$ cat config.mk
export PLATFORM = sky130hd
export DESIGN_NAME = note_token_to_tone
export DESIGN_NICKNAME = d
export VERILOG_FILES = /design/src/rtl/ntt_pkg.sv /design/src/rtl/ntt_front.sv /design/src/rtl/ntt_queue.sv /design/src/rtl/ntt_divider.sv /design/src/rtl/ntt_back.sv /design/src/rtl/note_token_to_tone.sv
export SDC_FILE = /design/constraint.sdc
export NUM_CORES = 1
export LEC_CHECK = 0
export ABC_AREA = 1
export BUFFER_PORTS_ARGS = -buffer_cell sky130_fd_sc_hd__buf_2
export CORE_MARGIN = 2
export CORE_UTILIZATION = 55
export CTS_BUF_LIST = sky130_fd_sc_hd__clkbuf_8 sky130_fd_sc_hd__clkbuf_16
export CTS_CLUSTER_SIZE = 40
export DETAILED_ROUTE_END_ITERATION = 7
export PLACE_DENSITY = 0.86
export SLEW_MARGIN = 25
export SYNTH_ARGS = -nofsm -noshare
export SYNTH_HDL_FRONTEND = slang
export SYNTH_SLANG_ARGS = --single-unit
export TNS_END_PERCENT = 20
$ cat constraint.sdc
create_clock -name clk -period 6 [get_ports clk]
set_input_delay 1.8 -clock clk [delete_from_list [all_inputs] [get_ports clk]]
set_output_delay 1.8 -clock clk [all_outputs]
set_load 0.005 [all_outputs]
$ cat src/rtl/ntt_pkg.sv
package ntt_pkg;

    // Payload of one input item
    typedef struct packed {
        logic [7:0] char0;
        logic [7:0] char1;
        logic [7:0] char2;
        logic [7:0] char3;
        logic [7:0] char4;
        logic [7:0] char5;
        logic [2:0] token_length;
        logic       restart;
    } token_t;

    // Payload of one result item
    typedef struct packed {
        logic        tone_on;
        logic [16:0] period_us;
        logic [19:0] frequency_hz;
        logic [23:0] duration_ms;
    } tone_t;

    // Parsed item handed from the front to the back
    typedef struct packed {
        logic        tone_on;
        logic [16:0] period_us;
        logic [7:0]  length;
    } job_t;

    localparam int DIV_W  = 20;
    localparam int DVS_W  = 17;
    localparam int DCNT_W = 5;

    // Request into the shared divider
    typedef struct packed {
        logic             start;
        logic [DIV_W-1:0] dividend;
        logic [DVS_W-1:0] divisor;
    } div_req_t;

    typedef enum logic [3:0] {
        BK_IDLE,
        BK_L1,
        BK_W1,
        BK_L2,
        BK_W2,
        BK_L3,
        BK_W3,
        BK_MUL,
        BK_EMIT
    } back_state_t;

    // Register indexes (address bit 2)
    localparam logic REG_BPM = 1'b0;
    localparam logic REG_TPB = 1'b1;

    localparam logic [15:0] BPM_RESET = 16'd120;
    localparam logic [15:0] TPB_RESET = 16'd4;
    localparam logic [3:0]  OCT_RESET = 4'd4;
    localparam logic [7:0]  LEN_RESET = 8'd4;

    localparam logic [2:0] TOKEN_MAX = 3'd6;
    localparam logic [7:0] CH_SHARP  = 8'h23;
    localparam logic [7:0] CH_FLAT   = 8'h62;
    localparam logic [7:0] CH_COLON  = 8'h3a;

    localparam logic [DIV_W-1:0] MS_PER_MIN = 20'd60000;
    localparam logic [DIV_W-1:0] US_PER_S   = 20'd1000000;
    localparam logic [23:0]      ARTIC_MS   = 24'd10;
    localparam logic [23:0]      SHORT_MS   = 24'd20;

    // Octave 4 periods in us, A..G; last slot unused
    localparam logic [11:0] NATURAL_US [8] = '{
        12'd2273, 12'd2025, 12'd3822, 12'd3405, 12'd3034, 12'd2863, 12'd2551, 12'd0
    };
    localparam logic [11:0] SHARP_US [8] = '{
        12'd2145, 12'd0, 12'd3608, 12'd3214, 12'd0, 12'd2703, 12'd2408, 12'd0
    };

endpackage

$ cat src/rtl/ntt_front.sv
module ntt_front (
    input  logic            clk,
    input  logic            rst_n,
    input  logic            token_valid,
    output logic            token_ready,
    input  ntt_pkg::token_t token,
    input  logic            queue_full,
    output logic            push,
    output ntt_pkg::job_t   job
);

    logic [3:0] oct_reg, oct_next;
    logic [7:0] len_reg, len_next;

    logic [2:0]  tok_len;
    logic [3:0]  base_oct;
    logic [7:0]  base_len;
    logic        has_mod, is_flat, cb;
    logic [7:0]  note_raw, note;
    logic [2:0]  pos_a, pos_b, pos_c, pos_d;
    logic [7:0]  b_a, b_b, b_c, b_d;
    logic        oct_here, colon, d1_here, d2_here;
    logic [7:0]  len_two;
    logic [2:0]  idx;
    logic [11:0] base_us;
    logic signed [5:0] shift;
    logic [5:0]  neg_shift;
    logic [16:0] period;

    function automatic logic [7:0] byte_at(input ntt_pkg::token_t t, input logic [2:0] pos);
        logic [7:0] b;
        case (pos)
            3'd0: b = t.char0;
            3'd1: b = t.char1;
            3'd2: b = t.char2;
            3'd3: b = t.char3;
            3'd4: b = t.char4;
            3'd5: b = t.char5;
            default: b = 8'd0;
        endcase
        return b;
    endfunction

    assign token_ready = !queue_full;
    assign push        = token_valid && token_ready;

    always_comb
    begin
        tok_len  = (token.token_length > ntt_pkg::TOKEN_MAX) ? ntt_pkg::TOKEN_MAX
                                                             : token.token_length;
        base_oct = token.restart ? ntt_pkg::OCT_RESET : oct_reg;
        base_len = token.restart ? ntt_pkg::LEN_RESET : len_reg;

        has_mod  = (3'd1 < tok_len) &&
                   (token.char1 == ntt_pkg::CH_SHARP || token.char1 == ntt_pkg::CH_FLAT);
        is_flat  = has_mod && (token.char1 == ntt_pkg::CH_FLAT);
        note_raw = {3'b000, token.char0[4:0]} - 8'd1;
        if (is_flat)
            note = (note_raw == 8'd0) ? 8'd6 : note_raw - 8'd1;
        else
            note = note_raw;
        cb = is_flat && (note == 8'd1);

        pos_a    = has_mod ? 3'd2 : 3'd1;
        b_a      = byte_at(token, pos_a);
        oct_here = (pos_a < tok_len) && (b_a != ntt_pkg::CH_COLON);
        oct_next = oct_here ? b_a[3:0] : base_oct;

        pos_b   = pos_a + {2'b00, oct_here};
        b_b     = byte_at(token, pos_b);
        colon   = (pos_b < tok_len) && (b_b == ntt_pkg::CH_COLON);
        pos_c   = pos_b + 3'd1;
        b_c     = byte_at(token, pos_c);
        d1_here = colon && (pos_c < tok_len);
        pos_d   = pos_c + 3'd1;
        b_d     = byte_at(token, pos_d);
        d2_here = d1_here && (pos_d < tok_len);
        len_two = ({4'b0000, b_c[3:0]} * 8'd10) + {4'b0000, b_d[3:0]};
        if (d2_here)
            len_next = len_two;
        else if (d1_here)
            len_next = {4'b0000, b_c[3:0]};
        else
            len_next = base_len;

        // Pick the table period, fall back to natural where no sharp exists
        idx = note[2:0];
        if (has_mod && ntt_pkg::SHARP_US[idx] != 12'd0)
            base_us = ntt_pkg::SHARP_US[idx];
        else
            base_us = ntt_pkg::NATURAL_US[idx];

        shift     = $signed({2'b00, oct_next}) - 6'sd4 - (cb ? 6'sd1 : 6'sd0);
        neg_shift = 6'(-shift);
        if (shift >= 0)
            period = {5'b00000, base_us} >> shift[3:0];
        else
            period = {5'b00000, base_us} << neg_shift[2:0];
        if (period == 17'd0)
            period = 17'd1;

        job.tone_on   = (note < 8'd7);
        job.period_us = job.tone_on ? period : 17'd0;
        job.length    = len_next;
    end

    always_ff @(posedge clk or negedge rst_n)
    begin
        if (!rst_n)
        begin
            oct_reg <= ntt_pkg::OCT_RESET;
            len_reg <= ntt_pkg::LEN_RESET;
        end
        else if (push)
        begin
            oct_reg <= oct_next;
            len_reg <= len_next;
        end
    end

endmodule

$ cat src/rtl/ntt_queue.sv
module ntt_queue (
    input  logic          clk,
    input  logic          rst_n,
    input  logic          push,
    input  ntt_pkg::job_t job_in,
    output logic          full,
    output logic          valid,
    input  logic          pop,
    output ntt_pkg::job_t job_out
);

    ntt_pkg::job_t slot_reg [2];
    logic          wr_ptr_reg, rd_ptr_reg;
    logic [1:0]    count_reg;

    assign full    = (count_reg == 2'd2);
    assign valid   = (count_reg != 2'd0);
    assign job_out = slot_reg[rd_ptr_reg];

    always_ff @(posedge clk)
    begin
        if (push)
            slot_reg[wr_ptr_reg] <= job_in;
    end

    always_ff @(posedge clk or negedge rst_n)
    begin
        if (!rst_n)
        begin
            wr_ptr_reg <= 1'b0;
            rd_ptr_reg <= 1'b0;
            count_reg  <= 2'd0;
        end
        else
        begin
            if (push)
                wr_ptr_reg <= !wr_ptr_reg;
            if (pop)
                rd_ptr_reg <= !rd_ptr_reg;
            count_reg <= count_reg + {1'b0, push} - {1'b0, pop};
        end
    end

endmodule

$ cat src/rtl/ntt_divider.sv
module ntt_divider (
    input  logic                      clk,
    input  logic                      rst_n,
    input  ntt_pkg::div_req_t         req,
    output logic                      done,
    output logic [ntt_pkg::DIV_W-1:0] quotient
);

    logic [ntt_pkg::DVS_W-1:0]  rem_reg, rem_next;
    logic [ntt_pkg::DIV_W-1:0]  quo_reg, quo_next;
    logic [ntt_pkg::DVS_W-1:0]  dvs_reg;
    logic [ntt_pkg::DCNT_W-1:0] cnt_reg;
    logic                       busy_reg, done_reg;
    logic [ntt_pkg::DVS_W:0]    trial, diff;
    logic                       ge;

    // One restoring step per cycle, quotient bits shift in from the right
    always_comb
    begin
        trial    = {rem_reg, quo_reg[ntt_pkg::DIV_W-1]};
        diff     = trial - {1'b0, dvs_reg};
        ge       = (trial >= {1'b0, dvs_reg});
        rem_next = ge ? diff[ntt_pkg::DVS_W-1:0] : trial[ntt_pkg::DVS_W-1:0];
        quo_next = {quo_reg[ntt_pkg::DIV_W-2:0], ge};
    end

    assign done     = done_reg;
    assign quotient = quo_reg;

    always_ff @(posedge clk)
    begin
        if (req.start)
        begin
            rem_reg <= '0;
            quo_reg <= req.dividend;
            dvs_reg <= req.divisor;
        end
        else if (busy_reg)
        begin
            rem_reg <= rem_next;
            quo_reg <= quo_next;
        end
    end

    always_ff @(posedge clk or negedge rst_n)
    begin
        if (!rst_n)
        begin
            busy_reg <= 1'b0;
            done_reg <= 1'b0;
            cnt_reg  <= '0;
        end
        else
        begin
            done_reg <= 1'b0;
            if (req.start)
            begin
                busy_reg <= 1'b1;
                cnt_reg  <= '0;
            end
            else if (busy_reg)
            begin
                cnt_reg <= cnt_reg + 1'b1;
                if (cnt_reg == ntt_pkg::DCNT_W'(ntt_pkg::DIV_W - 1))
                begin
                    busy_reg <= 1'b0;
                    done_reg <= 1'b1;
                end
            end
        end
    end

endmodule

$ cat src/rtl/ntt_back.sv
module ntt_back (
    input  logic           clk,
    input  logic           rst_n,
    input  logic [15:0]    bpm,
    input  logic [15:0]    tpb,
    input  logic           job_valid,
    input  ntt_pkg::job_t  job,
    output logic           pop,
    output logic           tone_valid,
    input  logic           tone_ready,
    output ntt_pkg::tone_t tone
);

    ntt_pkg::back_state_t state_reg, state_next;
    ntt_pkg::div_req_t    div_req;
    logic                      div_done;
    logic [ntt_pkg::DIV_W-1:0] div_q;

    ntt_pkg::job_t  job_reg;
    logic [15:0]    q_reg, mpt_reg;
    logic [19:0]    freq_reg;
    logic [23:0]    prod_reg, dur;
    ntt_pkg::tone_t tone_reg;
    logic           tone_valid_reg;
    logic           emit;

    ntt_divider u_div (
        .clk      (clk),
        .rst_n    (rst_n),
        .req      (div_req),
        .done     (div_done),
        .quotient (div_q)
    );

    always_comb
    begin
        state_next = state_reg;
        case (state_reg)
            ntt_pkg::BK_IDLE: if (job_valid) state_next = ntt_pkg::BK_L1;
            ntt_pkg::BK_L1:   state_next = ntt_pkg::BK_W1;
            ntt_pkg::BK_W1:   if (div_done) state_next = ntt_pkg::BK_L2;
            ntt_pkg::BK_L2:   state_next = ntt_pkg::BK_W2;
            ntt_pkg::BK_W2:
                if (div_done)
                    state_next = job_reg.tone_on ? ntt_pkg::BK_L3 : ntt_pkg::BK_MUL;
            ntt_pkg::BK_L3:   state_next = ntt_pkg::BK_W3;
            ntt_pkg::BK_W3:   if (div_done) state_next = ntt_pkg::BK_MUL;
            ntt_pkg::BK_MUL:  state_next = ntt_pkg::BK_EMIT;
            ntt_pkg::BK_EMIT: if (!tone_valid_reg || tone_ready) state_next = ntt_pkg::BK_IDLE;
            default:          state_next = ntt_pkg::BK_IDLE;
        endcase
    end

    always_comb
    begin
        div_req = '0;
        pop     = 1'b0;
        emit    = 1'b0;
        case (state_reg)
            ntt_pkg::BK_IDLE: pop = job_valid;
            ntt_pkg::BK_L1:
            begin
                div_req.start    = 1'b1;
                div_req.dividend = ntt_pkg::MS_PER_MIN;
                div_req.divisor  = {1'b0, bpm};
            end
            ntt_pkg::BK_L2:
            begin
                div_req.start    = 1'b1;
                div_req.dividend = {4'b0000, q_reg};
                div_req.divisor  = {1'b0, tpb};
            end
            ntt_pkg::BK_L3:
            begin
                div_req.start    = 1'b1;
                div_req.dividend = ntt_pkg::US_PER_S;
                div_req.divisor  = job_reg.period_us;
            end
            ntt_pkg::BK_EMIT: emit = !tone_valid_reg || tone_ready;
            default: ;
        endcase
    end

    // Subtract articulation, floor at ten
    assign dur = (prod_reg < ntt_pkg::SHORT_MS) ? ntt_pkg::ARTIC_MS : prod_reg - ntt_pkg::ARTIC_MS;

    always_ff @(posedge clk)
    begin
        if (pop)
        begin
            job_reg  <= job;
            freq_reg <= '0;
        end
        if (div_done && state_reg == ntt_pkg::BK_W1)
            q_reg <= div_q[15:0];
        if (div_done && state_reg == ntt_pkg::BK_W2)
            mpt_reg <= div_q[15:0];
        if (div_done && state_reg == ntt_pkg::BK_W3)
            freq_reg <= div_q;
        if (state_reg == ntt_pkg::BK_MUL)
            prod_reg <= {8'd0, mpt_reg} * {16'd0, job_reg.length};
        if (emit)
        begin
            tone_reg.tone_on      <= job_reg.tone_on;
            tone_reg.period_us    <= job_reg.period_us;
            tone_reg.frequency_hz <= freq_reg;
            tone_reg.duration_ms  <= dur;
        end
    end

    always_ff @(posedge clk or negedge rst_n)
    begin
        if (!rst_n)
        begin
            state_reg      <= ntt_pkg::BK_IDLE;
            tone_valid_reg <= 1'b0;
        end
        else
        begin
            state_reg <= state_next;
            if (emit)
                tone_valid_reg <= 1'b1;
            else if (tone_ready)
                tone_valid_reg <= 1'b0;
        end
    end

    assign tone_valid = tone_valid_reg;
    assign tone       = tone_reg;

endmodule

$ cat src/rtl/note_token_to_tone.sv
// The back takes one item at a time, paced by the shared 20-step divider
// (tempo, ticks per beat and frequency quotients run through it one after another;
// a rest skips the frequency quotient).
// Parsing and octave/length tracking finish in the accept cycle; a two-item queue
// lets the front keep accepting while the back works or a result waits.
// Reset (rst_n low, asynchronous): tempo 120, ticks 4, octave 4, length 4, queue empty.
module note_token_to_tone (
    input  logic            clk,
    input  logic            rst_n,
    input  logic            token_valid,
    output logic            token_ready,
    input  ntt_pkg::token_t token,
    output logic            tone_valid,
    input  logic            tone_ready,
    output ntt_pkg::tone_t  tone,
    input  logic            psel,
    input  logic            penable,
    input  logic            pwrite,
    input  logic [2:0]      paddr,
    input  logic [31:0]     pwdata,
    output logic [31:0]     prdata,
    output logic            pready
);

    logic [15:0]   bpm_reg, tpb_reg;
    logic          cfg_write;
    logic          push, queue_full, job_valid, pop;
    ntt_pkg::job_t job_in, job_out;

    // APB: zero-wait, write lands in the access phase
    assign pready    = 1'b1;
    assign cfg_write = psel && penable && pwrite && pready;

    always_comb
    begin
        case (paddr[2])
            ntt_pkg::REG_BPM: prdata = {16'd0, bpm_reg};
            ntt_pkg::REG_TPB: prdata = {16'd0, tpb_reg};
            default:          prdata = 32'd0;
        endcase
    end

    // Drop writes of zero: tempo and ticks must stay nonzero for the divider
    always_ff @(posedge clk or negedge rst_n)
    begin
        if (!rst_n)
        begin
            bpm_reg <= ntt_pkg::BPM_RESET;
            tpb_reg <= ntt_pkg::TPB_RESET;
        end
        else if (cfg_write && pwdata[15:0] != 16'd0)
        begin
            case (paddr[2])
                ntt_pkg::REG_BPM: bpm_reg <= pwdata[15:0];
                ntt_pkg::REG_TPB: tpb_reg <= pwdata[15:0];
                default: ;
            endcase
        end
    end

    // Front: parse the token, track octave and length, hand a job to the queue
    ntt_front u_front (
        .clk         (clk),
        .rst_n       (rst_n),
        .token_valid (token_valid),
        .token_ready (token_ready),
        .token       (token),
        .queue_full  (queue_full),
        .push        (push),
        .job         (job_in)
    );

    // Decouple parsing from the slow arithmetic
    ntt_queue u_queue (
        .clk     (clk),
        .rst_n   (rst_n),
        .push    (push),
        .job_in  (job_in),
        .full    (queue_full),
        .valid   (job_valid),
        .pop     (pop),
        .job_out (job_out)
    );

    // Back: ms per tick, frequency, note time; holds the result until taken
    ntt_back u_back (
        .clk        (clk),
        .rst_n      (rst_n),
        .bpm        (bpm_reg),
        .tpb        (tpb_reg),
        .job_valid  (job_valid),
        .job        (job_out),
        .pop        (pop),
        .tone_valid (tone_valid),
        .tone_ready (tone_ready),
        .tone       (tone)
    );

`ifndef NO_ASSERTIONS
    a_tone_period: assert property (@(posedge clk) disable iff (!rst_n)
        tone_valid && tone.tone_on |-> tone.period_us != 17'd0 && tone.frequency_hz != 20'd0)
        else $error("tone result with zero period or frequency");

    a_rest_silent: assert property (@(posedge clk) disable iff (!rst_n)
        tone_valid && !tone.tone_on |-> tone.period_us == 17'd0 && tone.frequency_hz == 20'd0)
        else $error("rest result carries a period or frequency");

    a_dur_floor: assert property (@(posedge clk) disable iff (!rst_n)
        tone_valid |-> tone.duration_ms >= ntt_pkg::ARTIC_MS)
        else $error("note time below floor");

    a_cfg_nonzero: assert property (@(posedge clk) disable iff (!rst_n)
        bpm_reg != 16'd0 && tpb_reg != 16'd0)
        else $error("tempo or ticks register is zero");
`endif

endmodule

# --- Yosys cells after proc, flatten, opt, wreduce, memory -nomap -nowiden ---
# Memories as Yosys holds them, arrays and structs flattened. A register that Yosys moved wholly into a read port is not among the register bits.
# Index checks and enable logic that the tools add are counted.
totals:
  mem_count: 3
  inputBits: 94
  word_cells: 184
  out_inout_bits: 97
  regBits: 252
  rom_bits: 192
  mem_bits_rw: 52
classes:
  n_eq_ne: 40
  n_lt_le_gt_ge: 11
  n_mul: 2
  n_reduce_logical: 37
  shifts: 2
  muxes: 50
  add_sub_neg: 14
  n_bitwise: 2
memory_table:
  columns: ["name", "words", "width", "read_ports", "rd_clocked_by_memory_dff", "wr", "line", "text"]
  rows:
  - ["(name not given)", 8, 12, 1, 0, 0, "ntt_front.sv:88", "if (has_mod && ntt_pkg::SHARP_US[idx] != 12'd0)"]
  - ["(name not given)", 8, 12, 1, 0, 0, "ntt_front.sv:91", "base_us = ntt_pkg::NATURAL_US[idx];"]
  - ["u_queue.slot_reg", 2, 26, 1, 1, 1, "ntt_queue.sv:12", "ntt_pkg::job_t slot_reg [2];"]
ops:
  columns: ["cell", "count"]
  rows:
  - ["38-bit one-hot mux with 3 select lines", 1]
  - ["8-bit one-hot mux with 6 select lines", 2]
  - ["20-bit two-way mux", 4]
  - ["17-bit two-way mux", 4]
  - ["32-bit one-hot mux with 2 select lines", 1]
  - ["12-bit two-way mux", 5]
  - ["4-bit one-hot mux with 6 select lines", 2]
  - ["8-bit two-way mux", 5]
  - ["4-bit one-hot mux with 9 select lines", 1]
  - ["4-bit two-way mux", 7]
  - ["3-bit by 2-bit equality test with 1-bit output, second input constant", 8]
  - ["3-bit equality test, second input constant", 8]
  - ["24-bit by 5-bit less-than comparator with 1-bit output, second input constant", 1]
  - ["16-bit by 8-bit multiplier with 24-bit output", 1]
  - ["24-bit by 4-bit subtractor with 24-bit output, second input constant", 1]
  - ["18-bit by 17-bit greater-or-equal comparator with 1-bit output", 1]
  - ["17-bit logical NOT", 1]
  - ["12-bit by 3-bit << shifter with 17-bit output", 1]
  - ["12-bit by 4-bit >> shifter with 17-bit output", 1]
  - ["17-bit subtractor", 1]
  - ["4-bit by 3-bit equality test with 1-bit output, second input constant", 4]
  - ["8-bit by 6-bit equality test with 1-bit output, second input constant", 2]
  - ["16-bit nonzero test", 1]
  - ["1-bit logical AND", 15]
  - ["44 further kinds", 80]

# --- Logic depth before layout (Yosys ltp) ---
# Gate-level depths: netlist (run 1).
depth:
  word_depth: 18
  ltp_mapped: 31
  mapped_depth_nobuf: 30

# --- Modules after synthesis ---
# A second synthesis (run 1) with hierarchy kept.
hier_totals:
  cells_unflattened: 2822
  hier_area_um2: 22841.9
modules_own_cells:
  columns: ["module", "seq_area_each_um2", "instances", "cells_per_inst", "area_per_inst_um2"]
  rows:
  - ["ntt_back", 5049.8, 1, 1233, 11158.2]
  - ["ntt_front", 302.8, 1, 720, 4027.6]
  - ["ntt_divider", 1626.6, 1, 478, 3646.0]
  - ["ntt_queue", 1661.6, 1, 161, 2252.2]
  - ["note_token_to_tone", 807.0, 1, 230, 1757.9]

# --- Least setup slack after synthesis (run 1) ---
# Ideal clock, no wire load.
synth_path:
  kind: "input to register"
  startpoint: "in token[39] (netlist name)"
  endpoint: "mem u_queue.slot_reg[0][7] (netlist name), data pin"
  path_stages: 28
  path_buffers: 3
  setup_ns: 0.259
  setup_slack_ns: -0.419
  t_arrival_ns: 6.160
  t_required_ns: 5.741
  cell_sequence: "nor2_1 nand2_2 nor2_8 nand2_4 inv_2 buf_2 ha_1 nand2_1 o21a_1 nand2_4 inv_1 ha_1 clkbuf_1 nand2_1 clkbuf_1 nor2_1 a211oi_1 and2_1 inv_1 ha_1 ha_1 inv_1 fa_1 xnor2_1 nand4_1 xor2_1 nand3_1 nand2_1"
synth_lines:
  columns: ["item", "line", "text"]
  rows:
  - ["from (decl)", "note_token_to_tone.sv:12", "input ntt_pkg::token_t token,"]
  - ["to (decl)", "ntt_queue.sv:12", null]

==> results of run 1 <==
==> metal layers <==
layer	GRT usage	vias to the layer above	part of all wire
li1	-	7862	-
met1	0.310	7936	0.37
met2	0.487	834	0.51
met3	0.0429	175	0.072
met4	0.137	0	0.051
met5	0	-	0
==> how the worst max path moves through the flow <==
stage                             endpoint      start  slack [ps]
finish                  u_front.len_reg[6]  token[37]         440
global route            u_front.len_reg[6]  token[39]          60
CTS                 u_queue.slot_reg[1][7]  token[39]         460
detailed placement  u_queue.slot_reg[1][7]  token[39]        -170
global placement    u_queue.slot_reg[0][7]  token[37]         -40
floorplan           u_queue.slot_reg[0][7]  token[39]           2
==> synthesized netlist by cell type (all sizes together) (5+ instances only) <==
library cell,count
nand2,625
inv,367
edfxtp,253
nand3,160
nor2,151
o21ai,143
a21oi,103
ha,92
fa,87
clkbuf,73
dfrtp,53
xor2,35
buf,29
xnor2,21
o211ai,20
dfxtp,17
nor3,14
nand4,12
o22ai,12
nor4,11
dfstp,7
clkinv,5
nand3b,5
==> area by class of cell <==
cell class	instances	area (µm²)	share of cell area
Multi-Input combinational cell	1549	9640	0.410
Clock inverter	23	283	0.0120
Inverter	372	1400	0.0596
Sequential cell	330	9450	0.402
Timing Repair Buffer	220	1310	0.0555
Antenna cell	1	2.50	0.000106
Tap cell	511	639	0.0272
Clock buffer	33	803	0.0341
==> logic make-up (layout without fill, tap and decap cells) <==
group,Yosys count,in the layout
compound gates,308,308
simple gates,989,989
xor+xnor,56,56
other cells,2,18
buf+inv,474,648
flops,330,330
fa+ha+maj,179,179
==> metrics by stage <==
stage	util	total power (W)
after floorplan	-	0.00929
after global placement	0.597	0.0106
after detailed placement	0.597	0.0110
after CTS	0.626	0.0131
after global routing	0.627	0.0143
final	0.628	0.0132
==> power groups by stage <==
stage	Clock [W]	Combinational (W)	Sequential, W
2_1_floorplan	0	0.00543	0.00386
3_3_place_gp	0	0.00651	0.00407
3_5_place_dp	0	0.00689	0.00411
4_1_cts	0.00210	0.00697	0.00408
5_1_grt	0.00217	0.00798	0.00414
6_report	0.00208	0.00702	0.00410
==> cell usage in the layout (no fill, tap or decap), types with 12 or more instances in the layout <==
cell type                   Yosys  final
sky130_fd_sc_hd__a21oi_1      103    103
sky130_fd_sc_hd__buf_2          6    151
sky130_fd_sc_hd__buf_4         18     67
sky130_fd_sc_hd__clkbuf_16      0     31
sky130_fd_sc_hd__conb_1         2     17
sky130_fd_sc_hd__dfrtp_1       53     53
sky130_fd_sc_hd__dfxtp_1       17     17
sky130_fd_sc_hd__edfxtp_1     253    253
sky130_fd_sc_hd__fa_1          87     87
sky130_fd_sc_hd__ha_1          92     92
sky130_fd_sc_hd__inv_1        355    359
sky130_fd_sc_hd__inv_2         11     12
sky130_fd_sc_hd__nand2_1      590    589
sky130_fd_sc_hd__nand2_2       20     21
sky130_fd_sc_hd__nand2_4       15     15
sky130_fd_sc_hd__nand3_1      136    133
sky130_fd_sc_hd__nand3_2       20     23
sky130_fd_sc_hd__nand4_1       12     12
sky130_fd_sc_hd__nor2_1       143    137
sky130_fd_sc_hd__nor3_1        14     14
sky130_fd_sc_hd__o211ai_1      20     20
sky130_fd_sc_hd__o21ai_0      135    134
sky130_fd_sc_hd__o22ai_1       12     12
sky130_fd_sc_hd__xnor2_1       21     20
sky130_fd_sc_hd__xor2_1        35     35
==> results.cfg, run 1 <==
[timing]
final.period_utilization = 0.926
max-slew-margin-rel = 0.314
fin_hold_ws_ps = 418
final_max_slew_viol_count = 0
worst-slew-pin-transition_ps = 1030
finalSetupViolCount = 0
timing.clock.skew_ps = 20.7
final_report_hold_violation_count = 0
post-route-worst-setup-slack_ps = 442
grt_setup_unrepaired = no
layout_min_cycle_time_ps = 5560
max_clock_freq_ghz = 0.180
timing.setup.tns_ps = 0

[cts]
cts_hold_buffers = 0
cts-buffers-inserted = 31
cts.clk_slew.worst_paths_ps = 60
clockRootBuffer = sky130_fd_sc_hd__clkbuf_16
htree_num_levels = 1
clock-sinks = 330
cts_resized = 0
number_of_buffers_on_the_longest_clock_path = 3
tritoncts_clock_tree = yes
cts_setup_buffers = 0
clock_latency_reported_for_the_late_side_of_the_worst_skew_pair_ps = 590

[hold_path]
hold_class = reg -> reg
min_delay_worst_endpoint = u_back.tone[41]
hold_depth = 0
worst_hold_startpoint = u_back.freq_reg[17]

[cells_and_area]
total_nets_final = 2777
final_design_area_no_fill_um2 = 23500
synthToLayoutAreaGrowth_pct = 12.9
final-instance-count-excl-fill = 3039
largest_reg_flops = 62
layout-drive-gt1-share = 0.148
nFillCells = 2885

[power]
vdd_drop_max_v = 0.000488
share_clk_of_total_power = 0.158
power.static_leakage_nw = 11.1
seq_power_share = 0.311
netSwitchingFraction = 0.423
p_int_w = 0.00762
combPwrFrac = 0.532
power_switching_w = 0.00559
power_per_cell_area_nw_per_um2 = 561

[place]
place_hpwl_mm = 39.4
place.detailed.instances = 2981
detailed_place.area_um2 = 22400
place_congestion = 0.946
place_ws_ps = -170
numPortBuffers = 151

[floorplanning]
total_number_of_placement_rows = 71
starting_utilization_of_the_core_area = 0.556
ios = 191
core_area_um2 = 37500
die_width_um = 199
design.die.area_um2 = 39500
die_y_um = 199

[global_routing]
grt_overflow = 0
grt_pass1_wl_mm = 84.2
gr-usage-all-layers = 0.270
first_global_vias = 16800
number_of_antenna_violations_at_the_first_check_in_global_routing = 0
grt_max_degree = 61

[synth]
yosysWarnings = 0
ys_dominant_reg_cell = sky130_fd_sc_hd__edfxtp_1
yosys.area.top_type_share = 0.365
synth_async_sr_flop_share = 0.182
yosysTopAreaCell = sky130_fd_sc_hd__edfxtp_1
synth_edf_count = 253
synthMuxAreaShare = 0
synth.top_cells.by_area = sky130_fd_sc_hd__edfxtp_1 36%, sky130_fd_sc_hd__nand2_1 11%, sky130_fd_sc_hd__fa_1 8.4%
syn_area_um2 = 20800
synthXorXnorAreaFrac = 0.0235
netlist_instances = 2338
postSynthAreaPerCell_um2 = 8.91
post_synth_fa_ha_maj_area_fraction = 0.139
combinational_family_with_the_most_area_after_synthesis = simple AND/OR/NAND/NOR gates
synth.lib_cells_used.distinct = 56
synth_seq_cells = 330
seq_area_frac_synth = 0.453
yosys.area_share.simple = 0.211
synth-compound-area-share = 0.0815

[detailed_routing]
routedWlPerCell_um = 17.3
detail_route.vias_per_cell = 5.53
vias = 16800
ant_nets = 0
drc = 0
route.final.wire_length_mm = 52.7
dr.first_iter.drc_count = 1621
detail_route.first_pass.iterations = 6

[worst_setup_path]
worst_r2r_endpoint = u_back.prod_reg[23]
worst-path-buf-inv = 7
timing.critical_path.max_delay_family = adder cells
critical_path_capture_point_type = register
reg2reg_setup_slack_ps = 530
worst-setup-path-type = in -> reg
required_time_at_the_endpoint_of_the_critical_path_ps = 6530
worstPathArrival_ps = 6090
cpMaxStageDelayCell = sky130_fd_sc_hd__fa_1
timing.critical_path.depth = 28
ff2ff_path_depth = 25
critical_path_peak_fanout = 7
timing.critical_path.from_type = input port
max_stage_delay_ps = 400
regToRegStartpoint = u_back.job_reg[4]
worst_path_most_repeated_cell = sky130_fd_sc_hd__nand2_1

[status]
status = finished, final reports clean

[run]
max_cap_viol_count = 0
No activity file was read; power rests on OpenSTA's default activity.
==> run 2: changes to the inputs <==
- CORE_UTILIZATION: 55 -> 57
- PLACE_DENSITY: 0.86 -> 0.88
==> run 2 against run 1 <==
Effect of this change: critical path depth shrank 3; via count about the same; critical endpoint is now u_back.prod_reg[23]; die area is 3.4% lower; clock-buffer cell count unchanged; non-clock buffer count down 18; flip-flop and latch count is the same; setup slack got worse by 170 ps; total power increased by 0.64%; first-iteration DRC count is 0.56% higher; global-route usage rose by 0.97 points.
==> results.cfg, run 2 (synthesis results as in run 1) <==
[cts]
clock-sinks = 330
cts-buffers-inserted = 31
clockRootBuffer = sky130_fd_sc_hd__clkbuf_16
htree_num_levels = 1
tritoncts_clock_tree = yes
cts.clk_slew.worst_paths_ps = 70
clock_latency_reported_for_the_late_side_of_the_worst_skew_pair_ps = 590
cts_hold_buffers = 0
cts_setup_buffers = 0
number_of_buffers_on_the_longest_clock_path = 3
cts_resized = 0

[global_routing]
first_global_vias = 16900
gr-usage-all-layers = 0.280
grt_max_degree = 61
top_usage_layer = met2
grt_overflow = 0
grt_pass1_wl_mm = 85.3
number_of_antenna_violations_at_the_first_check_in_global_routing = 1
grtUsageMet2 = 0.496
met3_track_usage_gr = 0.0428
global_route.usage.met1 = 0.333

[timing]
final.period_utilization = 0.955
finalSetupViolCount = 0
max_clock_freq_ghz = 0.174
timing.clock.skew_ps = 24.6
worst-slew-pin-transition_ps = 1010
final_max_slew_viol_count = 0
final_report_hold_violation_count = 0
grt_setup_unrepaired = no
timing.setup.tns_ps = 0
layout_min_cycle_time_ps = 5730
max-slew-margin-rel = 0.330

[worst_setup_path]
worst_path_most_repeated_cell = sky130_fd_sc_hd__nand2_1
cp-endpoint = u_back.prod_reg[23]
regToRegStartpoint = u_back.job_reg[2]
worstPathArrival_ps = 6130
worst-setup-path-type = reg -> reg
critical_path_peak_fanout = 16
worst_r2r_endpoint = u_back.prod_reg[23]
timing.critical_path.from_type = register
required_time_at_the_endpoint_of_the_critical_path_ps = 6400
cpMaxStageDelayCell = sky130_fd_sc_hd__edfxtp_1
reg2reg_setup_slack_ps = 270
ff2ff_path_depth = 25
critical_path_capture_point_type = register
max_stage_delay_ps = 690
startpoint = u_back.job_reg[2]

[cells_and_area]
nFillCells = 2648
insertedDiodeCount = 0
mostFrequentLayoutCell = sky130_fd_sc_hd__nand2_1
final_design_area_no_fill_um2 = 23300
final_core_utilization = 0.642
mostFrequentLayoutCells = 589 x sky130_fd_sc_hd__nand2_1, 358 x sky130_fd_sc_hd__inv_1, 253 x sky130_fd_sc_hd__edfxtp_1, 151 x sky130_fd_sc_hd__buf_2, 137 x sky130_fd_sc_hd__nor2_1
total_nets_final = 2759
layout-drive-gt1-share = 0.143
synthToLayoutAreaGrowth_pct = 11.7
largest_reg_flops = 62

[power]
seq_power_share = 0.307
power.static_leakage_nw = 11.0
share_clk_of_total_power = 0.145
power_switching_w = 0.00583
vdd_drop_max_v = 0.000540
power_per_cell_area_nw_per_um2 = 571
p_int_w = 0.00746
combPwrFrac = 0.548
netSwitchingFraction = 0.438

[detailed_routing]
detail_route.first_pass.iterations = 8
detail_route.vias_per_cell = 5.65
drc = 0
ant_nets = 0
dr.first_iter.drc_count = 1630
route.final.wire_length_mm = 52.7
vias = 16800
routedWlPerCell_um = 17.7

[status]
status = finished, final reports clean

[floorplanning]
core_area_um2 = 36300
starting_utilization_of_the_core_area = 0.575
die_y_um = 195
total_number_of_placement_rows = 70
ios = 191
die_width_um = 195
design.die.area_um2 = 38100

[run]
max_cap_viol_count = 0

[place]
place_hpwl_mm = 38.9
detailed_place.area_um2 = 22200
numPortBuffers = 151
place_congestion = 0.955

[hold_path]
hold_class = reg -> reg
## run 2: cell count changes in the layout (fill, tap and decap cells not counted), sizes merged
cell / before / now
buf: 220 / 202
clkinv: 12 / 18
bufinv: 6 / 2
inv: 375 / 373
clkinvlp: 2 / 3
diode: 1 / 0
## run 2: per-layer routing
| layer | wire, µm | vias up | share of wire |
|---|---|---|---|
| met1 | 19400 | 7843 | 0.37 |
| met3 | 4260 | 192 | 0.081 |
| li1 | - | 7830 | - |
| met4 | 2560 | 0 | 0.048 |
| met2 | 26500 | 956 | 0.50 |
| met5 | 0 | - | 0 |
## run 2: worst min path at each step
stage / startpoint / to / cells past startpoint
2_1_floorplan: u_back.freq_reg[0] / u_back.tone[24] / 0
3_3_place_gp: u_back.freq_reg[13] / u_back.tone[37] / 0
3_5_place_dp: u_back.freq_reg[14] / u_back.tone[38] / 0
5_1_grt: u_back.freq_reg[2] / u_back.tone[26] / 0
6_report: u_back.freq_reg[14] / u_back.tone[38] / 0
4_1_cts: u_back.freq_reg[14] / u_back.tone[38] / 0
## run 2: through the flow
stage | setup WS (ps) | power (W) | hold slack [ps] | instances
floorplan | 1.65 | 0.00929 | 400 | 2353
global placement | -29.7 | 0.0106 | 407 | 2919
detailed placement | -152 | 0.0111 | 405 | 2919
CTS | 303 | 0.0132 | 420 | 2976
global route | 9.39 | 0.0143 | 425 | 2978
finish | 267 | 0.0133 | 421 | 2978
## run 2: critical path, delay by kind of cell (launching register included)
kind / cells / cell delay, ps
adder cells (fa/ha/maj): 5 / 2280
buffers and inverters: 3 / 180
AND/OR/NAND/NOR: 12 / 1360
flip-flops: 1 / 690
AO/OA/AOI/OAI: 4 / 720
XOR/XNOR: 1 / 290
## run 2: cell type report
cell class	count	area (µm²)	area share
multi-input combinational	1549	9650	0.415
clock inverter	24	195	0.00839
clock buffer	33	803	0.0345
timing repair buffer	202	1180	0.0509
tap	468	586	0.0252
inverter	372	1400	0.0602
sequential	330	9450	0.406
## run 2: power by group through the flow
stage	Clock (W)	Combinational (W)	Sequential, W
floorplan	0	0.00543	0.00386
finish	0.00192	0.00729	0.00408
global route	0.00202	0.00814	0.00412
CTS	0.00194	0.00717	0.00407
detailed placement	0	0.00698	0.00410
global placement	0	0.00649	0.00406
